--- src/hw/rtl/mtbl_pkg.sv ---
// ----------------------------------------------------------------------------
// mtbl_pkg
// Shared widths, register indexes and pipeline types of the token bucket limiter
// ----------------------------------------------------------------------------
`default_nettype none

package mtbl_pkg;

   // default configuration of the core
   localparam int unsigned NUM_BUCKETS_DEF = 4;
   localparam int unsigned INTERVAL_MS_DEF = 1000;

   // field widths
   localparam int unsigned BIDX_W     = 2;
   localparam int unsigned TIME_W     = 32;
   localparam int unsigned TOK_W      = 16;
   localparam int unsigned PROD_W     = TIME_W + TOK_W;
   localparam int unsigned CSR_IDX_W  = 4;
   localparam int unsigned CSR_DATA_W = 16;

   // register map: rates first, then bursts, one register per bucket
   localparam logic [CSR_IDX_W-1:0] CSR_RATE_BASE  = 4'd0;
   localparam logic [CSR_IDX_W-1:0] CSR_BURST_BASE = 4'd4;

   // per-word context carried down the pipeline
   typedef struct packed {
      logic              active;  // limited class, in-range bucket, non-zero rate
      logic              first;   // bucket never refilled
      logic [BIDX_W-1:0] bucket;
      logic [TOK_W-1:0]  tokens;  // tokens as read, zero for an out-of-range bucket
      logic [TOK_W-1:0]  rate;
      logic [TOK_W-1:0]  burst;
      logic [TIME_W-1:0] now;
   } item_ctl_type;

endpackage

`default_nettype wire

--- src/hw/rtl/mtbl_if.sv ---
// ----------------------------------------------------------------------------
// mtbl_if
// Valid/ready channels of the token bucket limiter: request, response, csr
// ----------------------------------------------------------------------------
`default_nettype none

interface mtbl_req_if;
   logic                             valid;
   logic                             ready;
   logic [mtbl_pkg::BIDX_W-1:0]      bucket_index;
   logic                             class_known;
   logic [mtbl_pkg::TIME_W-1:0]      now_ms;

   modport source (output valid, output bucket_index, output class_known, output now_ms,
                   input ready);
   modport sink   (input valid, input bucket_index, input class_known, input now_ms,
                   output ready);
endinterface

interface mtbl_rsp_if;
   logic                             valid;
   logic                             ready;
   logic                             admitted;
   logic [mtbl_pkg::TOK_W-1:0]       tokens_left;

   modport source (output valid, output admitted, output tokens_left, input ready);
   modport sink   (input valid, input admitted, input tokens_left, output ready);
endinterface

interface mtbl_csr_if;
   logic                             valid;
   logic                             ready;
   logic [mtbl_pkg::CSR_IDX_W-1:0]   reg_index;
   logic [mtbl_pkg::CSR_DATA_W-1:0]  wdata;

   modport source (output valid, output reg_index, output wdata, input ready);
   modport sink   (input valid, input reg_index, input wdata, output ready);
endinterface

`default_nettype wire

--- src/hw/rtl/mtbl_scale.sv ---
// ----------------------------------------------------------------------------
// mtbl_scale
// Refill scaling stage: elapsed*rate product divided by the interval length,
// by reciprocal multiplication, with a flag for products beyond any bucket cap
// ----------------------------------------------------------------------------
`default_nettype none

module mtbl_scale #(
   parameter int unsigned INTERVAL_MS = mtbl_pkg::INTERVAL_MS_DEF
) (
   input  wire logic                          clock,
   input  wire logic                          reset,
   input  wire logic                          advance,
   input  wire logic                          s1_valid,
   input  wire mtbl_pkg::item_ctl_type        s1_ctl,
   input  wire logic [mtbl_pkg::PROD_W-1:0]   s1_prod,
   output logic                               s2_valid,
   output mtbl_pkg::item_ctl_type             s2_ctl,
   output logic [mtbl_pkg::TOK_W-1:0]         s2_quot,
   output logic                               s2_big
);

   // products at or above this give more tokens than any bucket holds
   localparam logic [63:0] SAT_LIMIT = 64'(INTERVAL_MS) << mtbl_pkg::TOK_W;
   // below the limit the product fits PW bits and the quotient TOK_W bits
   localparam int unsigned PW = $clog2(SAT_LIMIT);
   localparam int unsigned LW = $clog2(INTERVAL_MS);
   localparam int unsigned SH = PW + LW;
   localparam int unsigned MW = PW + 1;
   // rounded-up reciprocal, exact floor for every PW-bit numerator
   localparam logic [63:0] RECIP = ((64'd1 << SH) + 64'(INTERVAL_MS) - 64'd1)
                                   / 64'(INTERVAL_MS);
   localparam logic [MW-1:0] RECIP_M = RECIP[MW-1:0];

   logic                           valid_ff;
   logic                           valid_in;
   mtbl_pkg::item_ctl_type         ctl_ff;
   logic [mtbl_pkg::TOK_W-1:0]     quot_ff;
   logic [mtbl_pkg::TOK_W-1:0]     quot_in;
   logic                           big_ff;
   logic                           big_in;
   logic [PW-1:0]                  prod_low;
   logic [2*PW:0]                  scaled;

   // reciprocal multiply and saturation check
   always_comb begin
      big_in   = (s1_prod >= SAT_LIMIT[mtbl_pkg::PROD_W-1:0]);
      prod_low = s1_prod[PW-1:0];
      scaled   = {{(PW+1){1'b0}}, prod_low} * {{PW{1'b0}}, RECIP_M};
      quot_in  = scaled[SH +: mtbl_pkg::TOK_W];
      valid_in = advance ? s1_valid : valid_ff;
   end

   // stage valid
   always_ff @(posedge clock) begin
      if (reset) begin
         valid_ff <= 1'b0;
      end else begin
         valid_ff <= valid_in;
      end
   end

   // stage payload
   always_ff @(posedge clock) begin
      if (advance && s1_valid) begin
         ctl_ff  <= s1_ctl;
         quot_ff <= quot_in;
         big_ff  <= big_in;
      end
   end

   assign s2_valid = valid_ff;
   assign s2_ctl   = ctl_ff;
   assign s2_quot  = quot_ff;
   assign s2_big   = big_ff;

endmodule

`default_nettype wire

--- src/hw/rtl/multi_entry_token_bucket_limiter_core.sv ---
// ----------------------------------------------------------------------------
// multi_entry_token_bucket_limiter_core
// Per-class token bucket policer with one bucket per request class
// Pipeline: input register, product stage, scaling stage and result register.
// Throughput: one request word per cycle while the response channel takes words and
//   no word shares a bucket with either of the two limited words ahead of it; such a
//   word waits for the write-back.
// Reset: clears rates, bursts, tokens and refill times; no clearing pass.
// ----------------------------------------------------------------------------
`default_nettype none

module multi_entry_token_bucket_limiter_core #(
   parameter int unsigned NUM_BUCKETS = mtbl_pkg::NUM_BUCKETS_DEF,
   parameter int unsigned INTERVAL_MS = mtbl_pkg::INTERVAL_MS_DEF
) (
   input  wire logic   clock,
   input  wire logic   reset,
   mtbl_req_if.sink    req_chan,
   mtbl_rsp_if.source  rsp_chan,
   mtbl_csr_if.sink    csr_chan
);

   localparam int unsigned IW   = (NUM_BUCKETS > 1) ? $clog2(NUM_BUCKETS) : 1;
   localparam int unsigned IDXW = mtbl_pkg::CSR_IDX_W;
   localparam int unsigned TW   = mtbl_pkg::TOK_W;
   localparam int unsigned MW   = mtbl_pkg::TIME_W;

   // configuration and bucket state
   logic [TW-1:0]                rate_ff  [NUM_BUCKETS];
   logic [TW-1:0]                burst_ff [NUM_BUCKETS];
   logic [TW-1:0]                tok_ff   [NUM_BUCKETS];
   logic [MW-1:0]                rtime_ff [NUM_BUCKETS];

   // input register
   logic                         s0_valid_ff;
   logic                         s0_valid_in;
   logic [mtbl_pkg::BIDX_W-1:0]  s0_bucket_ff;
   logic                         s0_known_ff;
   logic [MW-1:0]                s0_now_ff;

   // product stage
   logic                         s1_valid_ff;
   logic                         s1_valid_in;
   mtbl_pkg::item_ctl_type       s1_ctl_ff;
   mtbl_pkg::item_ctl_type       s1_ctl_in;
   logic [mtbl_pkg::PROD_W-1:0]  s1_prod_ff;
   logic [mtbl_pkg::PROD_W-1:0]  s1_prod_in;

   // scaling stage outputs
   logic                         s2_valid;
   mtbl_pkg::item_ctl_type       s2_ctl;
   logic [TW-1:0]                s2_quot;
   logic                         s2_big;

   // result register
   logic                         out_valid_ff;
   logic                         out_valid_in;
   logic                         out_admit_ff;
   logic                         out_admit_in;
   logic [TW-1:0]                out_tok_ff;
   logic [TW-1:0]                out_tok_in;

   logic                         advance;
   logic                         hazard;
   logic                         s0_go;
   logic                         req_take;
   logic                         csr_take;
   logic                         in_range;
   logic [IW-1:0]                rd_idx;
   logic [IW-1:0]                wr_idx;
   logic [TW-1:0]                rate_rd;
   logic [MW-1:0]                rtime_rd;
   logic [MW-1:0]                elapsed;
   logic [TW:0]                  sum;
   logic                         grow;
   logic                         cap;
   logic [TW-1:0]                base_tok;
   logic                         wr_tok;
   logic                         wr_time;

   // pipeline flow: stall on a full result register or a pending bucket write
   always_comb begin
      advance  = !out_valid_ff || rsp_chan.ready;
      hazard   = s0_valid_ff &&
                 ((s1_valid_ff && s1_ctl_ff.active && (s1_ctl_ff.bucket == s0_bucket_ff)) ||
                  (s2_valid && s2_ctl.active && (s2_ctl.bucket == s0_bucket_ff)));
      s0_go    = s0_valid_ff && !hazard;
      req_take = req_chan.valid && req_chan.ready;
      csr_take = csr_chan.valid && csr_chan.ready;
   end

   assign req_chan.ready = advance && !hazard;
   assign csr_chan.ready = 1'b1;

   // input register valid
   always_comb begin
      s0_valid_in = s0_valid_ff;
      if (advance) begin
         if (req_take) begin
            s0_valid_in = 1'b1;
         end else if (s0_go) begin
            s0_valid_in = 1'b0;
         end
      end
   end

   // state read, elapsed time and refill product
   always_comb begin
      in_range   = (32'(s0_bucket_ff) < NUM_BUCKETS);
      rd_idx     = s0_bucket_ff[IW-1:0];
      rate_rd    = rate_ff[rd_idx];
      rtime_rd   = rtime_ff[rd_idx];
      elapsed    = s0_now_ff - rtime_rd;
      s1_prod_in = mtbl_pkg::PROD_W'(elapsed) * mtbl_pkg::PROD_W'(rate_rd);

      s1_ctl_in.active = in_range && s0_known_ff && (rate_rd != '0);
      s1_ctl_in.first  = (rtime_rd == '0);
      s1_ctl_in.bucket = s0_bucket_ff;
      s1_ctl_in.tokens = in_range ? tok_ff[rd_idx] : '0;
      s1_ctl_in.rate   = rate_rd;
      s1_ctl_in.burst  = burst_ff[rd_idx];
      s1_ctl_in.now    = s0_now_ff;

      s1_valid_in = advance ? s0_go : s1_valid_ff;
   end

   mtbl_scale #(
      .INTERVAL_MS (INTERVAL_MS)
   ) u_scale (
      .clock    (clock),
      .reset    (reset),
      .advance  (advance),
      .s1_valid (s1_valid_ff),
      .s1_ctl   (s1_ctl_ff),
      .s1_prod  (s1_prod_ff),
      .s2_valid (s2_valid),
      .s2_ctl   (s2_ctl),
      .s2_quot  (s2_quot),
      .s2_big   (s2_big)
   );

   // refill or first-use load, cap at burst, consume one token on a limited word
   always_comb begin
      wr_idx   = s2_ctl.bucket[IW-1:0];
      sum      = {1'b0, s2_ctl.tokens} + {1'b0, s2_quot};
      grow     = s2_big || (s2_quot != '0);
      cap      = s2_big || (sum > {1'b0, s2_ctl.burst});
      priority if (s2_ctl.first) begin
         base_tok = s2_ctl.rate;
      end else if (grow) begin
         base_tok = cap ? s2_ctl.burst : sum[TW-1:0];
      end else begin
         base_tok = s2_ctl.tokens;
      end

      if (s2_ctl.active) begin
         out_admit_in = (base_tok != '0);
         out_tok_in   = out_admit_in ? (base_tok - TW'(1)) : base_tok;
      end else begin
         out_admit_in = 1'b1;
         out_tok_in   = s2_ctl.tokens;
      end

      wr_tok       = advance && s2_valid && s2_ctl.active;
      wr_time      = wr_tok && (s2_ctl.first || grow);
      out_valid_in = advance ? s2_valid : out_valid_ff;
   end

   // configuration registers and bucket state
   always_ff @(posedge clock) begin
      if (reset) begin
         for (int b = 0; b < NUM_BUCKETS; b++) begin
            rate_ff[b]  <= '0;
            burst_ff[b] <= '0;
            tok_ff[b]   <= '0;
            rtime_ff[b] <= '0;
         end
      end else begin
         for (int b = 0; b < NUM_BUCKETS; b++) begin
            if (csr_take && (csr_chan.reg_index == mtbl_pkg::CSR_RATE_BASE + IDXW'(b))) begin
               rate_ff[b] <= csr_chan.wdata;
            end
            if (csr_take && (csr_chan.reg_index == mtbl_pkg::CSR_BURST_BASE + IDXW'(b))) begin
               burst_ff[b] <= csr_chan.wdata;
            end
         end
         if (wr_tok) begin
            tok_ff[wr_idx] <= out_tok_in;
         end
         if (wr_time) begin
            rtime_ff[wr_idx] <= s2_ctl.now;
         end
      end
   end

   // pipeline valids
   always_ff @(posedge clock) begin
      if (reset) begin
         s0_valid_ff  <= 1'b0;
         s1_valid_ff  <= 1'b0;
         out_valid_ff <= 1'b0;
      end else begin
         s0_valid_ff  <= s0_valid_in;
         s1_valid_ff  <= s1_valid_in;
         out_valid_ff <= out_valid_in;
      end
   end

   // pipeline payload
   always_ff @(posedge clock) begin
      if (req_take) begin
         s0_bucket_ff <= req_chan.bucket_index;
         s0_known_ff  <= req_chan.class_known;
         s0_now_ff    <= req_chan.now_ms;
      end
      if (advance && s0_go) begin
         s1_ctl_ff  <= s1_ctl_in;
         s1_prod_ff <= s1_prod_in;
      end
      if (advance && s2_valid) begin
         out_admit_ff <= out_admit_in;
         out_tok_ff   <= out_tok_in;
      end
   end

   assign rsp_chan.valid       = out_valid_ff;
   assign rsp_chan.admitted    = out_admit_ff;
   assign rsp_chan.tokens_left = out_tok_ff;

endmodule

`default_nettype wire

--- src/flat_wrapper.sv ---
// flat-port wrapper written by rule: the top's interface ports become plain ports
module multi_entry_token_bucket_limiter_core_flat 
#(
   parameter int unsigned NUM_BUCKETS = mtbl_pkg::NUM_BUCKETS_DEF,
   parameter int unsigned INTERVAL_MS = mtbl_pkg::INTERVAL_MS_DEF
)
  (clock, reset, req_chan_valid, req_chan_bucket_index, req_chan_class_known, req_chan_now_ms, req_chan_ready, rsp_chan_valid, rsp_chan_admitted, rsp_chan_tokens_left, rsp_chan_ready, csr_chan_valid, csr_chan_reg_index, csr_chan_wdata, csr_chan_ready);
  mtbl_req_if req_chan_i ();
  mtbl_rsp_if rsp_chan_i ();
  mtbl_csr_if csr_chan_i ();
  input  wire logic clock;
  input  wire logic reset;
  input wire logic [$bits(req_chan_i.valid)-1:0] req_chan_valid;
  input wire logic [$bits(req_chan_i.bucket_index)-1:0] req_chan_bucket_index;
  input wire logic [$bits(req_chan_i.class_known)-1:0] req_chan_class_known;
  input wire logic [$bits(req_chan_i.now_ms)-1:0] req_chan_now_ms;
  output wire logic [$bits(req_chan_i.ready)-1:0] req_chan_ready;
  output wire logic [$bits(rsp_chan_i.valid)-1:0] rsp_chan_valid;
  output wire logic [$bits(rsp_chan_i.admitted)-1:0] rsp_chan_admitted;
  output wire logic [$bits(rsp_chan_i.tokens_left)-1:0] rsp_chan_tokens_left;
  input wire logic [$bits(rsp_chan_i.ready)-1:0] rsp_chan_ready;
  input wire logic [$bits(csr_chan_i.valid)-1:0] csr_chan_valid;
  input wire logic [$bits(csr_chan_i.reg_index)-1:0] csr_chan_reg_index;
  input wire logic [$bits(csr_chan_i.wdata)-1:0] csr_chan_wdata;
  output wire logic [$bits(csr_chan_i.ready)-1:0] csr_chan_ready;
  assign req_chan_i.valid = req_chan_valid;
  assign req_chan_i.bucket_index = req_chan_bucket_index;
  assign req_chan_i.class_known = req_chan_class_known;
  assign req_chan_i.now_ms = req_chan_now_ms;
  assign req_chan_ready = req_chan_i.ready;
  assign rsp_chan_valid = rsp_chan_i.valid;
  assign rsp_chan_admitted = rsp_chan_i.admitted;
  assign rsp_chan_tokens_left = rsp_chan_i.tokens_left;
  assign rsp_chan_i.ready = rsp_chan_ready;
  assign csr_chan_i.valid = csr_chan_valid;
  assign csr_chan_i.reg_index = csr_chan_reg_index;
  assign csr_chan_i.wdata = csr_chan_wdata;
  assign csr_chan_ready = csr_chan_i.ready;
  multi_entry_token_bucket_limiter_core #(.NUM_BUCKETS(NUM_BUCKETS), .INTERVAL_MS(INTERVAL_MS)) u_core (.clock(clock), .reset(reset), .req_chan(req_chan_i), .rsp_chan(rsp_chan_i), .csr_chan(csr_chan_i));
endmodule
--- config.mk ---
export PLATFORM = sky130hd
export DESIGN_NAME = multi_entry_token_bucket_limiter_core_flat
export DESIGN_NICKNAME = d
export VERILOG_FILES = /design/src/hw/rtl/mtbl_pkg.sv /design/src/hw/rtl/mtbl_if.sv /design/src/hw/rtl/mtbl_scale.sv /design/src/hw/rtl/multi_entry_token_bucket_limiter_core.sv /design/src/flat_wrapper.sv
export SDC_FILE = /design/constraint.sdc
export NUM_CORES = 2
export LEC_CHECK = 0
export ABC_AREA = 0
export BUFFER_PORTS_ARGS = -buffer_cell sky130_fd_sc_hd__buf_2
export CAP_MARGIN = 5
export CORE_MARGIN = 10
export CORE_UTILIZATION = 55
export CTS_BUF_LIST = sky130_fd_sc_hd__clkbuf_16
export DETAILED_ROUTE_END_ITERATION = 10
export MAX_ROUTING_LAYER = met4
export PLACE_DENSITY = 0.71
export SYNTH_ARGS = -nofsm -noshare
export SYNTH_HDL_FRONTEND = slang
export SYNTH_SLANG_ARGS = --single-unit
--- constraint.sdc ---
create_clock -name clock -period 11.3 [get_ports clock]
set_clock_uncertainty 0.2 [all_clocks]
set_input_delay 1.695 -clock clock [delete_from_list [all_inputs] [get_ports clock]]
set_output_delay 1.695 -clock clock [all_outputs]
set_load 0.05 [all_outputs]
After elaboration in Yosys (flattened, before gate mapping)
Memories as Yosys holds them, arrays and structs flattened. A register that Yosys moved wholly into a read port is not among the register bits.
Cells that the tools add are included.
- reduce and logical (&&, ||, !) cells: 38
- add/subtract/negate cells: 3
- equality and inequality tests: 9
- muxes and demuxes: 55
- bitwise operators: 8
- $lt $le $gt $ge: 2
- multiply operators: 2
- operators with widths (kind ; number):
    16-bit 2-to-1 mux ; 14
    26-bit by 27-bit multiplier with 52-bit output, second input constant ; 1
    48-bit by 26-bit greater-or-equal comparator with 1-bit output, second input constant ; 1
    32-bit by 16-bit multiplier with 48-bit output ; 1
    16-bit nonzero test ; 3
    1-bit 2-to-1 mux ; 36
    32-bit zero test ; 1
    32-bit 2-to-1 mux ; 1
    32-bit OR reduction ; 1
    32-bit subtractor ; 1
    1-bit logical AND ; 22
    16-bit by 16-bit adder with 17-bit output ; 1
    17-bit by 16-bit > comparator with 1-bit output ; 1
    4-bit by 3-bit == test with 1-bit output, second input constant ; 4
    16-bit OR reduction ; 1
    16-bit by 1-bit subtractor with 16-bit output, second input constant ; 1
    4-bit by 2-bit == test with 1-bit output, second input constant ; 2
    2-bit 2-to-1 mux ; 4
    1-bit bitwise OR ; 8
    1-bit logical OR ; 5
    2-bit == test ; 2
    4-bit by 1-bit == test with 1-bit output, second input constant ; 1
    4-bit zero test ; 1
    1-bit zero test ; 2
    2 further kinds ; 2
- output and inout port bits: 20
- bits in writable memories: 320
- bits in registers: 257
- input port bits: 60
- logic and storage cells: 145
- memories: 4
- memory list (memory ; depth ; bits a word ; rd ports ; clocked after memory_dff ; wr ports ; line ; text):
    u_core.rtime_ff ; 4 ; 32 ; 1 ; 1 ; 4 ; multi_entry_token_bucket_limiter_core.sv:32 ; logic [MW-1:0] rtime_ff [NUM_BUCKETS];
    u_core.burst_ff ; 4 ; 16 ; 1 ; 1 ; 4 ; multi_entry_token_bucket_limiter_core.sv:30 ; logic [TW-1:0] burst_ff [NUM_BUCKETS];
    u_core.rate_ff ; 4 ; 16 ; 1 ; 1 ; 4 ; multi_entry_token_bucket_limiter_core.sv:29 ; logic [TW-1:0] rate_ff [NUM_BUCKETS];
    u_core.tok_ff ; 4 ; 16 ; 1 ; 1 ; 4 ; multi_entry_token_bucket_limiter_core.sv:31 ; logic [TW-1:0] tok_ff [NUM_BUCKETS];

Depth between registers and ports, before layout
- word-level depth: 10
- depth in mapped cells: 41
- gate-level depth less buffers: 38

Modules after synthesis
A second synthesis with hierarchy kept.
- cells, all modules: 4823
- area total of the unflattened synthesis: 53316.1 µm²
- modules (own cells, without submodules) (module ; seq. area each (µm²) ; area an instance (µm²) ; instances ; cells each):
    multi_entry_token_bucket_limiter_core ; 15234.6 ; 39410.3 ; 1 ; 3568
    mtbl_scale ; 3052.9 ; 13905.8 ; 1 ; 1255

Least setup slack after synthesis
No wires, ideal clock.
- path type: reg2reg
- start: register with a tool-made name
- end: register u_core.s1_prod_ff[46] (netlist bit) (data pin)
- data required time: 10837 ps
- setup slack: 985 ps
- stages on the path, launching flop included: 37
- period minus slack after synthesis: 10315 ps
- library setup time: 263 ps
- arrival time: 9852 ps
- cells stage by stage: dfxtp_1 -> clkbuf_1 -> buf_2 -> buf_1 -> mux4_2 -> inv_1 -> ha_1 -> a211oi_1 -> o21ai_0 -> a31oi_1 -> o21bai_1 -> a21oi_1 -> nor2b_1 -> o21ai_0 -> nand2b_1 -> xor2_1 -> nand2_1 -> fa_1 -> fa_1 -> inv_1 -> fa_1 -> inv_1 -> fa_1 -> inv_1 -> fa_1 -> fa_1 -> ha_1 -> clkbuf_1 -> nand4_1 -> a211oi_1 -> nor2_1 -> o41ai_1 -> o21bai_1 -> o31a_1 -> o21ai_0 -> a311oi_1 -> xnor2_1
- RTL lines (element ; line ; text):
    end signal: assignment ; multi_entry_token_bucket_limiter_core.sv:218 ; s1_prod_ff <= s1_prod_in;
    end: declaration ; multi_entry_token_bucket_limiter_core.sv:46 ; logic [mtbl_pkg::PROD_W-1:0] s1_prod_ff;

==> results.yml <==
synth:
  synth_nets: 5796
  yosysTopAreaCell: "edfxtp_1"
  mappedNetlistArea_um2: 52200
  ys_seq_area_share_pct: 35.0
  synth_area_leaders: "edfxtp_1, fa_1, ha_1"
  synth-async-reset-ratio_pct: 0
  synth-seq-cells: 611
  syn_inst: 4648
  synth.lib_cells_used.distinct: 87
  ys_warn_count: 0
  synth_top_area_share_pct: 34.8
  synth_edf_count: 605
  synth_top_flop_cell: "edfxtp_1"
  syn_avg_cell_area_um2: 11.2
grt:
  grt.total_usage_pct: 24.8
  first_global_vias: 35900
  grt_max_degree: 68
  grt-ovfl-total: 0
  antenna_found_initial: 6
  grt_pass1_wl_um: 203000
worst_hold_path:
  hp-start: "u_core.s1_ctl_ff[15]$_DFFE_PP_"
  min_to: "u_core.u_scale.s2_ctl[15]$_DFFE_PP_"
  min_path_cells: 0
  hold_path.class: "flop to flop"
clocking:
  htree_levels: 2
  clk_pin_slew_worst_paths_ns: 0.06
  clock_insertion_delay_worst_skew_ns: 0.66
  cts_buffers: 60
  tritoncts: "yes"
  post-cts-setup-buffers: 0
  cts_root_buf: "clkbuf_16"
  cts_max_path_buffers: 3
  clock_sinks: 611
place:
  portBuffers: 78
  place_hpwl_um: 96400
  gp_congestion: 0.946
  placed_cells: 5912
worst_setup_path:
  crit_path_frequent_cell: "fa_1"
  r2r_slack_ns: 0.79
  critPathKind: "flop to flop"
  timing.rr.end: "u_core.s1_prod_ff[46]$_DFFE_PP_"
  required_ns: 11.48
  slowest_stage: "dfxtp_2"
  cp.arrival_ns: 10.69
  ff2ff_path_depth: 35
  crit_path_max_fanout: 21
  max_stage_delay_ns: 0.70
  endpoint_kind: "flop"
  worstSetupStartpointType: "flop"
routing:
  via_count: 33900
  dr.pass1.iters: 6
  routed_via_density: 5.62
  routedWlPerCell_um: 21.1
  wirelength_um: 127000
  drt_iter0_drc: 2814
  drc: 0
  drtAntennaViolNets: 0
floorplanning:
  io_pins: 80
  start_util_pct: 55.7
  core_area_um2: 93700
  die-area_um2: 108000
  die_x_um: 328
  rows: 112
  die_h_um: 328
cells_and_area:
  final_cells: 6029
  layout-drive-gt1-share_pct: 7.69
  mostFrequentLayoutCells: "inv_1, fa_1, edfxtp_1"
  final_common_cell: "inv_1"
  syn2layout_area_growth_pct: 7.57
  finalNetCount: 5868
sta:
  timing.final.crit_share_pct: 93.0
  finalMaxSlewViolations: 0
  fmax_mhz: 95.1
  finalCriticalPeriod_ns: 10.51
  final.setup.tns_ns: 0
  worstMarginPinSlew_ns: 1.21
  rsz0062_at_grt: "no"
  final-hold-violation-count: 0
  setup_viol: 0
  relSlewSlack_pct: 19.0
job:
  cap_violations: 0
run_status:
  outcome: "finished clean"
==> repair_timing <==
action	4_1_cts	5_1_grt
hold buffers	0	0
setup endpoints to repair	0	1
gates resized for setup	0	1
==> cell usage after synthesis (6+ instances only) <==
library cell  instances
xor2_1               39
o22ai_1              15
mux2i_1              10
nor2_1              356
nor3_1               26
and3_1               14
mux2_2                6
inv_1               953
o21bai_1             30
nor4_1               22
or2_2                 7
nand2_1             410
edfxtp_1            605
and2_1              216
or3_1                10
o211ai_1             13
nor2b_1              28
clkbuf_1            124
nand3_1              38
o21ai_1              14
a21oi_1             108
nand2b_1             23
a31oi_1              17
o21ai_0              63
buf_2                 8
nand4_1              27
mux4_2               74
fa_1                632
ha_1                456
xnor2_1              89
a31o_2                6
a211oi_1             34
a21o_1               41
dfxtp_1               6
o21a_1               19
==> state kept, by name, indices dropped and copies added, names as in the netlist, 32 cells and up, named ones only <==
| name | flops |
|---|---|
| u_core.s0_now_ff | 32 |
| u_core.rtime_ff | 128 |
| u_core.s1_prod_ff | 48 |
| u_core.burst_ff | 64 |
| u_core.rate_ff | 64 |
| u_core.u_scale.s2_ctl | 84 |
| u_core.s1_ctl_ff | 84 |
| u_core.tok_ff | 64 |
==> metal layers <==
metal,routed length (um),vias to the layer above,global-route usage (%)
met5,0,-,-
li1,-,15300,-
met3,8750,295,3.41
met1,52100,17100,32.0
met2,61400,1251,40.3
met4,4790,0,8.44
==> critical path, delay by kind of cell, from the launching register on <==
kind | cells | cell delay [ns]
fa+ha+maj | 9 | 3.95
compound gates | 14 | 3.69
flops | 1 | 0.70
xor+xnor | 2 | 0.51
buf+inv | 5 | 0.47
simple gates | 4 | 0.37
mux | 1 | 0.34
==> worst max path at each step <==
| stage | from | endpoint | depth (start not counted) |
|---|---|---|---|
| after global placement | flop | u_core.s1_prod_ff[46]$_DFFE_PP_ | 32 |
| after floorplan | flop | u_core.s1_prod_ff[46]$_DFFE_PP_ | 36 |
| after global routing | flop | u_core.s1_prod_ff[46]$_DFFE_PP_ | 35 |
| after CTS | flop | u_core.s1_prod_ff[46]$_DFFE_PP_ | 32 |
| final | flop | u_core.s1_prod_ff[46]$_DFFE_PP_ | 35 |
| after detailed placement | flop | u_core.s1_prod_ff[46]$_DFFE_PP_ | 32 |
==> through the flow <==
stage | hold slack [ns] | instance area (um2) | setup slack, ns | utilization [%]
after floorplan | 0.200 | 52200 | 0.985 | -
after global placement | 0.201 | 54300 | 0.908 | 57.9
after detailed placement | 0.205 | 54300 | 0.819 | 57.9
after CTS | 0.219 | 56200 | 0.773 | 59.9
after global routing | 0.222 | 56200 | 0.0107 | 59.9
final | 0.219 | 56200 | 0.786 | 59.9
==> kinds of logic (layout without fill, tap and decap cells) <==
kind of cell    Yosys count  in the layout  share of synthesized area, %
flops                   611            611                          35.0
mux                      91             91                          3.54
other cells               1              6                       0.00718
buf+inv                1091           1213                          7.87
xor+xnor                129            129                          2.18
compound gates          437            437                          5.59
fa+ha+maj              1088           1088                          35.2
simple gates           1200           1200                          10.6
==> area by class of cell <==
cell class	instances	area, um2
Inverter	953	3580
Multi-Input combinational cell	2946	29900
Clock inverter	51	365
Timing Repair Buffer	148	916
Tap cell	1254	1570
Antenna cell	5	12.5
Fill cell	7535	37600
Clock buffer	61	1530
Sequential cell	611	18300
Power is left out: the tool's default activity adds up to more than one toggle a clock period on the data nets, which glitch-free logic cannot reach.
